### config.mk
export PLATFORM = sky130hd
export DESIGN_NAME = sha512_ctrl
export DESIGN_NICKNAME = d
export VERILOG_FILES = /design/src/design/sha512_pkg.sv /design/src/design/sha512_ctrl.sv
export VERILOG_INCLUDE_DIRS = /design/src /design/src/design
export SDC_FILE = /design/constraint.sdc
export NUM_CORES = 1
export LEC_CHECK = 0
export ABC_AREA = 1
export CAP_MARGIN = 40
export CORE_MARGIN = 3
export CORE_UTILIZATION = 40
export DETAILED_ROUTE_END_ITERATION = 7
export DONT_BUFFER_PORTS = 1
export MAX_ROUTING_LAYER = met4
export PLACE_DENSITY = 0.65
export SYNTH_ARGS = -nofsm -noshare
export SYNTH_HDL_FRONTEND = slang
export SYNTH_SLANG_ARGS = --single-unit
### constraint.sdc
create_clock -name i_clk -period 1.7 [get_ports i_clk]
set_input_delay 0.34 -clock i_clk [delete_from_list [all_inputs] [get_ports i_clk]]
set_output_delay 0.34 -clock i_clk [all_outputs]
set_load 0.02 [all_outputs]
### src/design/assert_macros.svh
// assertion helpers used by sha512_ctrl
`ifndef ASSERT_MACROS_SVH
`define ASSERT_MACROS_SVH

// property that must hold whenever reset is released
`define ASSERT_ALWAYS(label, clk, rst_n, prop, msg) \
    label: assert property (@(posedge clk) disable iff (!rst_n) (prop)) else $error(msg);

// implication checked on the clock, disabled during reset
`define ASSERT_IMPLY(label, clk, rst_n, ante, cons, msg) \
    label: assert property (@(posedge clk) disable iff (!rst_n) (ante) |-> (cons)) \
        else $error(msg);

// implication whose consequence is checked on the clock after the antecedent
`define ASSERT_NEXT(label, clk, rst_n, ante, cons, msg) \
    label: assert property (@(posedge clk) disable iff (!rst_n) (ante) |=> (cons)) \
        else $error(msg);

`endif

### src/design/sha512_pkg.sv
// ----------------------------------------------------------------------------
// sha512_pkg
// Shared types, constants and functions of the SHA-512 message hash core.
// ----------------------------------------------------------------------------
package sha512_pkg;

    localparam int WordBits  = 64;
    localparam int BlockWrds = 16;
    localparam int Rounds    = 80;

    typedef logic [WordBits-1:0] t_word;

    // commands from the controller to the datapath
    typedef struct packed {
        logic absorb;     // merge input bytes into the block buffer
        logic pad;        // write the 0x80 marker and clear the tail
        logic zero_blk;   // clear the whole block buffer
        logic put_len;    // write the length field into words 14 and 15
        logic start_cmp;  // load working registers from the chaining value
        logic round;      // run one compression round
        logic fold;       // add working registers into the chaining value
        logic rst_hash;   // return chaining value, fill level and length to start
        logic [6:0] rnd;  // round number
        logic [2:0] out_sel; // digest word to present
    } t_cmd;

    // status from the datapath to the controller
    typedef struct packed {
        logic blk_full;   // last absorb filled the buffer
        logic pad_extra;  // padding needs an extra block
    } t_stat;

    localparam t_word StartHash [8] = '{
        64'h6a09e667f3bcc908, 64'hbb67ae8584caa73b, 64'h3c6ef372fe94f82b,
        64'ha54ff53a5f1d36f1, 64'h510e527fade682d1, 64'h9b05688c2b3e6c1f,
        64'h1f83d9abfb41bd6b, 64'h5be0cd19137e2179
    };

    localparam t_word RoundK [Rounds] = '{
        64'h428a2f98d728ae22, 64'h7137449123ef65cd, 64'hb5c0fbcfec4d3b2f, 64'he9b5dba58189dbbc,
        64'h3956c25bf348b538, 64'h59f111f1b605d019, 64'h923f82a4af194f9b, 64'hab1c5ed5da6d8118,
        64'hd807aa98a3030242, 64'h12835b0145706fbe, 64'h243185be4ee4b28c, 64'h550c7dc3d5ffb4e2,
        64'h72be5d74f27b896f, 64'h80deb1fe3b1696b1, 64'h9bdc06a725c71235, 64'hc19bf174cf692694,
        64'he49b69c19ef14ad2, 64'hefbe4786384f25e3, 64'h0fc19dc68b8cd5b5, 64'h240ca1cc77ac9c65,
        64'h2de92c6f592b0275, 64'h4a7484aa6ea6e483, 64'h5cb0a9dcbd41fbd4, 64'h76f988da831153b5,
        64'h983e5152ee66dfab, 64'ha831c66d2db43210, 64'hb00327c898fb213f, 64'hbf597fc7beef0ee4,
        64'hc6e00bf33da88fc2, 64'hd5a79147930aa725, 64'h06ca6351e003826f, 64'h142929670a0e6e70,
        64'h27b70a8546d22ffc, 64'h2e1b21385c26c926, 64'h4d2c6dfc5ac42aed, 64'h53380d139d95b3df,
        64'h650a73548baf63de, 64'h766a0abb3c77b2a8, 64'h81c2c92e47edaee6, 64'h92722c851482353b,
        64'ha2bfe8a14cf10364, 64'ha81a664bbc423001, 64'hc24b8b70d0f89791, 64'hc76c51a30654be30,
        64'hd192e819d6ef5218, 64'hd69906245565a910, 64'hf40e35855771202a, 64'h106aa07032bbd1b8,
        64'h19a4c116b8d2d0c8, 64'h1e376c085141ab53, 64'h2748774cdf8eeb99, 64'h34b0bcb5e19b48a8,
        64'h391c0cb3c5c95a63, 64'h4ed8aa4ae3418acb, 64'h5b9cca4f7763e373, 64'h682e6ff3d6b2b8a3,
        64'h748f82ee5defb2fc, 64'h78a5636f43172f60, 64'h84c87814a1f0ab72, 64'h8cc702081a6439ec,
        64'h90befffa23631e28, 64'ha4506cebde82bde9, 64'hbef9a3f7b2c67915, 64'hc67178f2e372532b,
        64'hca273eceea26619c, 64'hd186b8c721c0c207, 64'heada7dd6cde0eb1e, 64'hf57d4f7fee6ed178,
        64'h06f067aa72176fba, 64'h0a637dc5a2c898a6, 64'h113f9804bef90dae, 64'h1b710b35131c471b,
        64'h28db77f523047d84, 64'h32caab7b40c72493, 64'h3c9ebe0a15c9bebc, 64'h431d67c49c100d4c,
        64'h4cc5d4becb3e42b6, 64'h597f299cfc657e2a, 64'h5fcb6fab3ad6faec, 64'h6c44198c4a475817
    };

    function automatic t_word rotr(input t_word x, input int n);
        rotr = (x >> n) | (x << (WordBits - n));
    endfunction

endpackage

### src/design/sha512_ctrl.sv
// ----------------------------------------------------------------------------
// sha512_ctrl
// Sequencer: absorb, compress on full block, pad, final compressions, output.
// ----------------------------------------------------------------------------
`include "assert_macros.svh"

module sha512_ctrl (
    input  logic               i_clk,
    input  logic               i_rst_n,
    input  logic               i_valid,
    input  logic               i_last_item,
    output logic               o_stall,
    input  logic               i_out_stall,
    output logic               o_out_valid,
    output sha512_pkg::t_cmd   o_cmd,
    input  sha512_pkg::t_stat  i_stat
);

    typedef enum logic [7:0] {
        ST_IDLE  = 8'b0000_0001,
        ST_CHECK = 8'b0000_0010,
        ST_PAD   = 8'b0000_0100,
        ST_INIT  = 8'b0000_1000,
        ST_ROUND = 8'b0001_0000,
        ST_FOLD  = 8'b0010_0000,
        ST_LEN   = 8'b0100_0000,
        ST_OUT   = 8'b1000_0000
    } t_state;

    // phase of the block being compressed
    typedef enum logic [1:0] {
        PH_DATA  = 2'd0,
        PH_EXTRA = 2'd1,
        PH_FINAL = 2'd2
    } t_phase;

    t_state     r_state, n_state;
    t_phase     r_phase, n_phase;
    logic       r_last, n_last;
    logic [6:0] r_rnd, n_rnd;
    logic [2:0] r_out, n_out;

    // next state and commands
    always_comb begin
        n_state = r_state;
        n_phase = r_phase;
        n_last  = r_last;
        n_rnd   = r_rnd;
        n_out   = r_out;
        o_cmd   = '0;
        o_cmd.rnd     = r_rnd;
        o_cmd.out_sel = r_out;
        o_stall     = 1'b1;
        o_out_valid = 1'b0;
        case (r_state)
            ST_IDLE: begin
                o_stall = 1'b0;
                if (i_valid) begin
                    o_cmd.absorb = 1'b1;
                    n_last  = i_last_item;
                    n_state = ST_CHECK;
                end
            end
            ST_CHECK: begin
                if (i_stat.blk_full) begin
                    n_phase = PH_DATA;
                    n_state = ST_INIT;
                end else if (r_last) begin
                    n_state = ST_PAD;
                end else begin
                    n_state = ST_IDLE;
                end
            end
            ST_PAD: begin
                o_cmd.pad = 1'b1;
                if (i_stat.pad_extra) begin
                    n_phase = PH_EXTRA;
                    n_state = ST_INIT;
                end else begin
                    n_state = ST_LEN;
                end
            end
            ST_LEN: begin
                o_cmd.put_len = 1'b1;
                n_phase = PH_FINAL;
                n_state = ST_INIT;
            end
            ST_INIT: begin
                o_cmd.start_cmp = 1'b1;
                n_rnd   = '0;
                n_state = ST_ROUND;
            end
            ST_ROUND: begin
                o_cmd.round = 1'b1;
                n_rnd = r_rnd + 7'd1;
                if (r_rnd == 7'(sha512_pkg::Rounds - 1)) begin
                    n_state = ST_FOLD;
                end
            end
            ST_FOLD: begin
                o_cmd.fold = 1'b1;
                case (r_phase)
                    PH_DATA:  n_state = r_last ? ST_PAD : ST_IDLE;
                    PH_EXTRA: begin
                        o_cmd.zero_blk = 1'b1;
                        n_state = ST_LEN;
                    end
                    default: begin
                        n_out   = '0;
                        n_state = ST_OUT;
                    end
                endcase
            end
            ST_OUT: begin
                o_out_valid = 1'b1;
                if (!i_out_stall) begin
                    n_out = r_out + 3'd1;
                    if (r_out == 3'd7) begin
                        o_cmd.rst_hash = 1'b1;
                        n_state = ST_IDLE;
                    end
                end
            end
            default: n_state = ST_IDLE;
        endcase
    end

    // control registers
    always_ff @(posedge i_clk) begin
        if (!i_rst_n) begin
            r_state <= ST_IDLE;
            r_phase <= PH_DATA;
            r_last  <= 1'b0;
            r_rnd   <= '0;
            r_out   <= '0;
        end else begin
            r_state <= n_state;
            r_phase <= n_phase;
            r_last  <= n_last;
            r_rnd   <= n_rnd;
            r_out   <= n_out;
        end
    end

    `ASSERT_IMPLY(a_round_range, i_clk, i_rst_n, r_state == ST_ROUND, r_rnd < 7'd80, "round count out of range")
    `ASSERT_NEXT(a_out_hold, i_clk, i_rst_n, o_out_valid && i_out_stall, o_out_valid && $stable(r_out), "digest word dropped under stall")
    `ASSERT_IMPLY(a_no_accept_busy, i_clk, i_rst_n, r_state != ST_IDLE, o_stall, "input accepted while busy")

endmodule

==> results of run 1 <==
-- per-layer routing --
metal	vias up	global-route usage, %	wire (um)
met2	28	28.3	1520
met3	2	4.96	160
met4	0	3.64	13
li1	606	-	-
met1	559	19.2	1280
met5	-	-	0
-- cell usage in the layout, fill, tap and decap left out, drive strengths merged --
cell type	n
nand2	40
nor2	28
inv	24
nand3	22
dfxtp	21
buf	17
a21oi	15
o21ai	6
nor3	4
nand4	3
clkbuf	3
ha	3
and3	2
or2	2
a31o	1
a31oi	1
nand3b	1
clkinv	1
-- layout make-up --
class                      instances  area, um^2  share of cell area [%]
sequential                        21         435                    28.2
tap                               31        38.8                    2.51
inverter                          24         110                    7.13
clock buffer                       3        22.5                    1.46
multi-input combinational        128         795                    51.4
clock inverter                     1        5.00                   0.324
timing repair buffer              17         139                    8.99
-- flip-flops by register name, indices dropped and copies added (netlist names) --
signal   flops
r_out        3
r_phase      2
r_last       1
r_rnd        7
r_state      8
-- power by group --
part	leakage [nW]	switching, mW	internal, mW
sequential	0.174	0.00551	0.496
combinational	0.478	0.0880	0.0495
clock	0.0177	0.170	0.0879
-- repair_timing --
item,in CTS,in global routing
endpoints found under the setup margin,5,7
pin swaps,4,6
setup buffers,5,3
resized for setup,9,28
-- logic make-up (layout without fill, tap and decap cells) --
kind of cell | Yosys count | after routing | share of synthesized area, %
AOI/OAI and AO/OA | 23 | 23 | 9.98
and+or+nand+nor | 102 | 102 | 45.0
adders and majority gates | 3 | 3 | 3.02
buffers and inverters | 26 | 45 | 8.16
DFF | 21 | 21 | 33.9
-- path summary, 6_finish.rpt --
| kind | startpoint | endpoint | slack, ns | cells after the start |
|---|---|---|---|---|
| hold reg to reg | r_last$_SDFFE_PN0P_ | r_state[2]$_SDFFE_PN0P_ | 0.53 | 1 |
| hold / removal | i_rst_n | r_state[3]$_SDFFE_PN0P_ | 0.12 | 2 |
| setup reg to reg | r_state[1]$_SDFFE_PN0P_ | r_state[0]$_SDFFE_PN1P_ | 0.24 | 12 |
| setup / recovery | r_state[6]$_SDFFE_PN0P_ | o_cmd[17] | 0.03 | 6 |
-- stage by stage --
| step | instances | setup slack (ns) | utilization [%] | hold slack [ns] |
|---|---|---|---|---|
| after floorplan | 175 | 0.238 | - | 0.474 |
| after global placement | 213 | 0.284 | 46.8 | 0.452 |
| after detailed placement | 213 | 0.256 | 46.8 | 0.457 |
| after CTS | 222 | -0.0225 | 49.6 | 0.110 |
| after global routing | 225 | -0.0510 | 54.2 | 0.105 |
| final | 225 | 0.0344 | 54.2 | 0.120 |
==> metrics.md, run 1 <==
| Metric | Value |
|---|---|
| Status | `completed` |
| Die area | `3810 um^2` |
| Port Buffer Count | `0` |
| Worst-path cell chain | `inv_4, nand2_4, nor2_8, nand2_8, nor2_4, buf_6` |
| Clock latency on the worst-skew pair | `around 0.31 ns` |
| P&R area growth vs syn | `24.5%` |
| Worst-Margin Slew | `~0.41 ns` |
| Largest net degree at the start of global routing | `13` |
| Register area share after synthesis | `33.9%` |
| WP buf/inv | `2` |
| Hpwl dp | `roughly 2100 um` |
| Fill count | `258` |
| Slowest cell on the critical path | `dfxtp_4` |
| Max Cap Viol | `0` |
| Synth cell count leaders | `nand2_1, nor2_1, dfxtp_1, nand3_1` |
| Min-Delay Path Class | `in2reg` |
| Tmin final | `roughly 1.7 ns` |
| RSZ-0062 raised after global routing | `true` |
| Total wire length | `a little under 3000 um` |
| Yosys top cell area share | `around a third` |
| Post-Syn Area | `between 1000 and 1500 um^2` |
| Initial core utilization | `a little over two fifths` |
| Synth Flop Type | `dfxtp_1` |
| Mapped Nets | `185` |
| Synth Instances | `approximately 180` |
| CP Launch Type | `flip-flop` |
| Area post-placement | `about 1300 um^2` |
| Vias in the first global route | `between 1000 and 1500` |
| Max Freq | `about 600 MHz` |
| Core ar. | `around 2900 um^2` |
| Vias per cell | `between 5 and 6` |
| Nets@finish | `approximately 210` |
| Total number of vias | `about 1200` |
| Cell taking the most area after synthesis | `dfxtp_1` |
| H-tree depth | `1` |
| Root Buffer | `clkbuf_4` |
| Share of post-route cells with drive strength above 1 | `34.5%` |
| CTS Buffer Depth | `2` |
| Critical path endpoint category | `primary output` |
| CTS Buf Count | `3` |
| Post-synth EDFFs | `0` |
| YS warnings | `0` |
| Largest cells by area after synthesis | `dfxtp_1, nand2_1, nand3_1` |
| GP Congestion | `0.807` |
| GR Overflow Total | `0` |
| Die Y | `61.7 um` |
| First drt pass iteration count | `4` |
| First-pass GRT wire length | `about 4500 um` |
| Power per cell area | `slightly below 600 nW/um^2` |
| # DRC | `0` |
| GRT Total Usage | `16.6%` |
| Fin. max-slew vios | `0` |
| Yosys reg bits | `21` |
| Yosys cell types | `28` |
| Total chip power | `~0.90 mW` |
| Critical Path RT | `1.36 ns` |
| Post-route design area | `between 1500 and 2000 um^2` |
| Post-synthesis async set-or-reset flop share | `0%` |
| Initial DRC count | `38` |
| CTS tree | `done` |
| TNS Setup | `0 ns` |
| CTS Sinks | `21` |
| Final ANT Viol Nets | `0` |
| Crit path kind | `reg2out` |
| WP data arrival | `roughly 1.3 ns` |
| CP delay by family, top | `simple AND/OR/NAND/NOR gates` |
| # rows | `19` |
| Ports | `27` |
| # setup viols final | `0` |
| Final period utilization | `between 90% and 100%` |
| Initial antenna violation count | `0` |
| Syn Area/Cell | `7.09 um^2` |
| Reg clk slew, reported paths | `roughly 0.13 ns` |
| Post-CTS Hold Buffers | `0` |
| Peak supply drop | `between 400 and 500 uV` |
| Die width | `a little over 60 um` |
| Worst slew margin | `approximately 73%` |
| DR WL/cell | `13.2 um` |
| Skew final | `roughly 0.0074 ns` |
| Crit path max fanout | `6` |
| Hold Fails Final Rpt | `0` |
| Leak | `approximately 0.67 nW` |
| Slowest stage delay, CP | `roughly 0.4 ns` |
| Most common cell in the netlist | `nand2_1` |
| # diodes | `0` |
No activity file was read; power rests on OpenSTA's default activity.
==> inputs of run 2 (changes only) <==
- ABC_AREA: 1 -> default
==> run 2 against run 1 <==
The run now ends with setup timing left. Setup slack lost 0.24 ns. Sequential share of layout area decreased by 0.99 points. Synthesized cell count shrank 31%. Sequential power increased by 1%. Clock-buffer cell count rose by 1. Non-clock buffer count rose by 20. Critical path depth is 2 lower. Critical path type unchanged.
==> metrics.md, run 2 <==
| Metric | Value |
|---|---|
| Most common cell after layout, fill and taps aside | `buf_4` |
| Skew final | `0.00981 ns (+0.00237 ns)` |
| Fill count | `199 (-23%)` |
| Max FFs per register | `8 (unchanged)` |
| RSZ-0062 raised after global routing | `true` |
| Post-route design area | `1600 um^2 (+3.6%)` |
| Peak supply drop | `450 uV (+3.8%)` |
| Vias in the first global route | `1085 (-2.0%)` |
| Crit path max fanout | `3 (-3)` |
| Most frequent cells in the layout | `buf_4, nor2_1, dfxtp_1` |
| Max Freq | `524 MHz (-13%)` |
| CTS Sinks | `21 (unchanged)` |
| TNS Setup | `-1.47 ns (-1.47 ns)` |
| Most common cell in the netlist | `dfxtp_1` |
| Final hold slack | `0.0988 ns (-0.0213 ns)` |
| Share of post-route cells with drive strength above 1 | `49.1% (+15 points)` |
| First drt pass iteration count | `4 (unchanged)` |
| Post-CTS Hold Buffers | `0 (unchanged)` |
| Max Cap Viol | `0 (unchanged)` |
| CP Launch Type | `flip-flop` |
| Failing checks | `setup timing` |
| First-pass GRT wire length | `4830 um (+6.6%)` |
| # DRC | `0 (unchanged)` |
| # diodes | `0 (unchanged)` |
| Synth Instances | `121 (-31%)` |
| Largest cells by area after synthesis | `dfxtp_1, nor2_1, nor4_4` |
| Tmin final | `1.91 ns (+0.242 ns)` |
| Hpwl dp | `1970 um (-7.4%)` |
| Power per cell area | `549 nW/um^2 (-5.4%)` |
| Crit path kind | `reg2out` |
| GR Overflow Total | `0 (unchanged)` |
| Area of the multi-input gates | `734 um^2 (-7.6%)` |
| Synth cell count leaders | `dfxtp_1, nor2_1, nand2_1` |
| Die width | `57.7 um (-6.5%)` |
| Leak | `0.671 nW (+0.31%)` |
| Yosys cell types | `40 (+43%)` |
| Vias per cell | `5.62 (+5.9%)` |
| H-tree depth | `1 (unchanged)` |
| Clock latency on the worst-skew pair | `0.30 ns (about the same)` |
| P&R area growth vs syn | `49.7%` |
| Largest registers | `r_state: 8 flops, r_rnd: 7 flops, r_out: 3 flops` |
| Nets@finish | `172 (-16%)` |
| YS warnings | `0 (unchanged)` |
| Hold Fails Final Rpt | `0 (unchanged)` |
| Final period utilization | `112% (+14 points)` |
| # rows | `18 (-1)` |
| Dpl ws | `0.0595 ns (-0.196 ns)` |
| Status | `finished, violations left` |
| GRT Total Usage | `19.0% (+2.4 points)` |
| Post-synthesis async set-or-reset flop share | `0% (unchanged)` |
| Cell taking the most area after synthesis | `dfxtp_1` |
| Final core utilization | `64.1% (+9.9 points)` |
| Fin cells | `191 (-15%)` |
| Fin. max-slew vios | `0 (unchanged)` |
| Critical Path RT | `1.36 ns (about the same)` |
| Worst-Margin Slew | `0.582 ns (+0.175 ns)` |
| CTS Buf Count | `3 (unchanged)` |
| Worst reg2reg path depth | `9 (-3)` |
| Synth Flop Type | `dfxtp_1` |
| DR WL/cell | `15.5 um (+17%)` |
| Total wire length | `2950 um (-0.71%)` |
| CTS Buffer Depth | `2 (unchanged)` |
| # setup viols final | `11 (+11)` |
| Syn Area/Cell | `8.84 um^2 (+25%)` |
| Min-Delay Path Class | `in2reg` |
| Yosys top cell area share | `39.3% (+5.4 points)` |
| Worst-path cell chain | `nor4_4, and4b_2, and2_4, buf_6` |
| Mapped Nets | `131 (-29%)` |
| Initial core utilization | `42.8% (-0.72 points)` |
| Root Buffer | `clkbuf_4` |
| Die area | `3330 um^2 (-13%)` |
| Total chip power | `0.879 mW (-2.0%)` |
| Reg clk slew, reported paths | `0.12 ns (about the same)` |
| WP data arrival | `1.57 ns (+0.24 ns)` |
| Post-Syn Area | `1070 um^2 (-14%)` |
| Core ar. | `2500 um^2 (-12%)` |
| Post-synth EDFFs | `0 (unchanged)` |
| Register area share after synthesis | `39.3% (+5.4 points)` |
| Die Y | `57.7 um (-6.5%)` |
| Final ANT Viol Nets | `0 (unchanged)` |
| Initial DRC count | `16 (-58%)` |
| Hold Path Depth | `1 (-1)` |
| Area post-placement | `1240 um^2 (-7.5%)` |
| Yosys reg bits | `21 (unchanged)` |
| CTS tree | `done` |
| Ports | `27 (unchanged)` |
| Critical path endpoint category | `primary output` |
| Slowest stage delay, CP | `0.37 ns (-0.02 ns)` |
| Slowest cell on the critical path | `dfxtp_4` |
| Port Buffer Count | `0 (unchanged)` |
| FF/Latch Area | `435 um^2 (unchanged)` |
| Largest net degree at the start of global routing | `15 (+2)` |
| Initial antenna violation count | `0 (unchanged)` |
| Placed insts | `167 (-22%)` |
| Total number of vias | `1074 (-10%)` |
| Setup WS post-layout | `-0.208 ns (-0.242 ns)` |
| Biggest register | `r_state` |
| Worst slew margin | `61.2% (-12 points)` |
| GP Congestion | `0.819 (+1.4%)` |
run 2: cell count changes after synthesis, sizes merged, moves of 4 or more:
cell,delta
and4b,+4
nor2,-8
nand2,-31
nand3,-17
a21oi,-5
inv,-17
run 2: worst max-delay path: cells and delay by family, from the launching register on:
kind                   cells  cell delay, ns
AND/OR/NAND/NOR            3            0.79
flip-flops                 1            0.37
buffers and inverters      1            0.11
run 2: what timing repair did:
| item | 4_1_cts | 5_1_grt |
|---|---|---|
| resized for setup | 23 | 33 |
| pin swaps | 11 | 20 |
| buffers inserted | 21 | 3 |
| endpoints found under the setup margin | 10 | 27 |
run 2: logic make-up (layout without fill, tap and decap cells):
family	Yosys count	count (layout)	share of synthesized area [%]
AND/OR/NAND/NOR	62	62	35.2
AO/OA/AOI/OAI	21	21	14.5
flip-flops	21	21	39.3
buffers and inverters	9	49	3.27
XOR/XNOR	4	4	3.28
adder cells (fa/ha/maj)	3	3	3.51
multiplexers	1	1	0.936
run 2: final timing paths:
kind,startpoint,endpoint,slack [ns]
max reg2reg,r_state[1]$_SDFFE_PN0P_,r_state[0]$_SDFFE_PN1P_,-0.02
min,i_stat[1],r_phase[0]$_SDFFE_PN0P_,0.1
max,r_state[7]$_SDFFE_PN0P_,o_cmd[17],-0.21
min reg2reg,r_last$_SDFFE_PN0P_,r_state[2]$_SDFFE_PN0P_,0.51
run 2: where the power goes:
| group | switching, mW | leakage, nW | internal [mW] |
|---|---|---|---|
| Combinational | 0.0646 | 0.483 | 0.0655 |
| Clock | 0.149 | 0.0150 | 0.0915 |
| Sequential | 0.0115 | 0.174 | 0.497 |
run 2: cell type report:
cell class	count	share of cell area, %
timing repair buffer	37	20.6
clock buffer	4	1.64
multi-input combinational	91	45.9
sequential	21	27.2
inverter	8	2.34
tap	30	2.34
run 2: per-layer routing:
metal  vias up  part of all wire (%)  GRT usage (%)
met4         0                   1.4           5.96
met1       527                    42           22.1
met2        27                    52           33.2
li1        516                     -              -
met5         -                     0              -
met3         4                   4.8           3.12
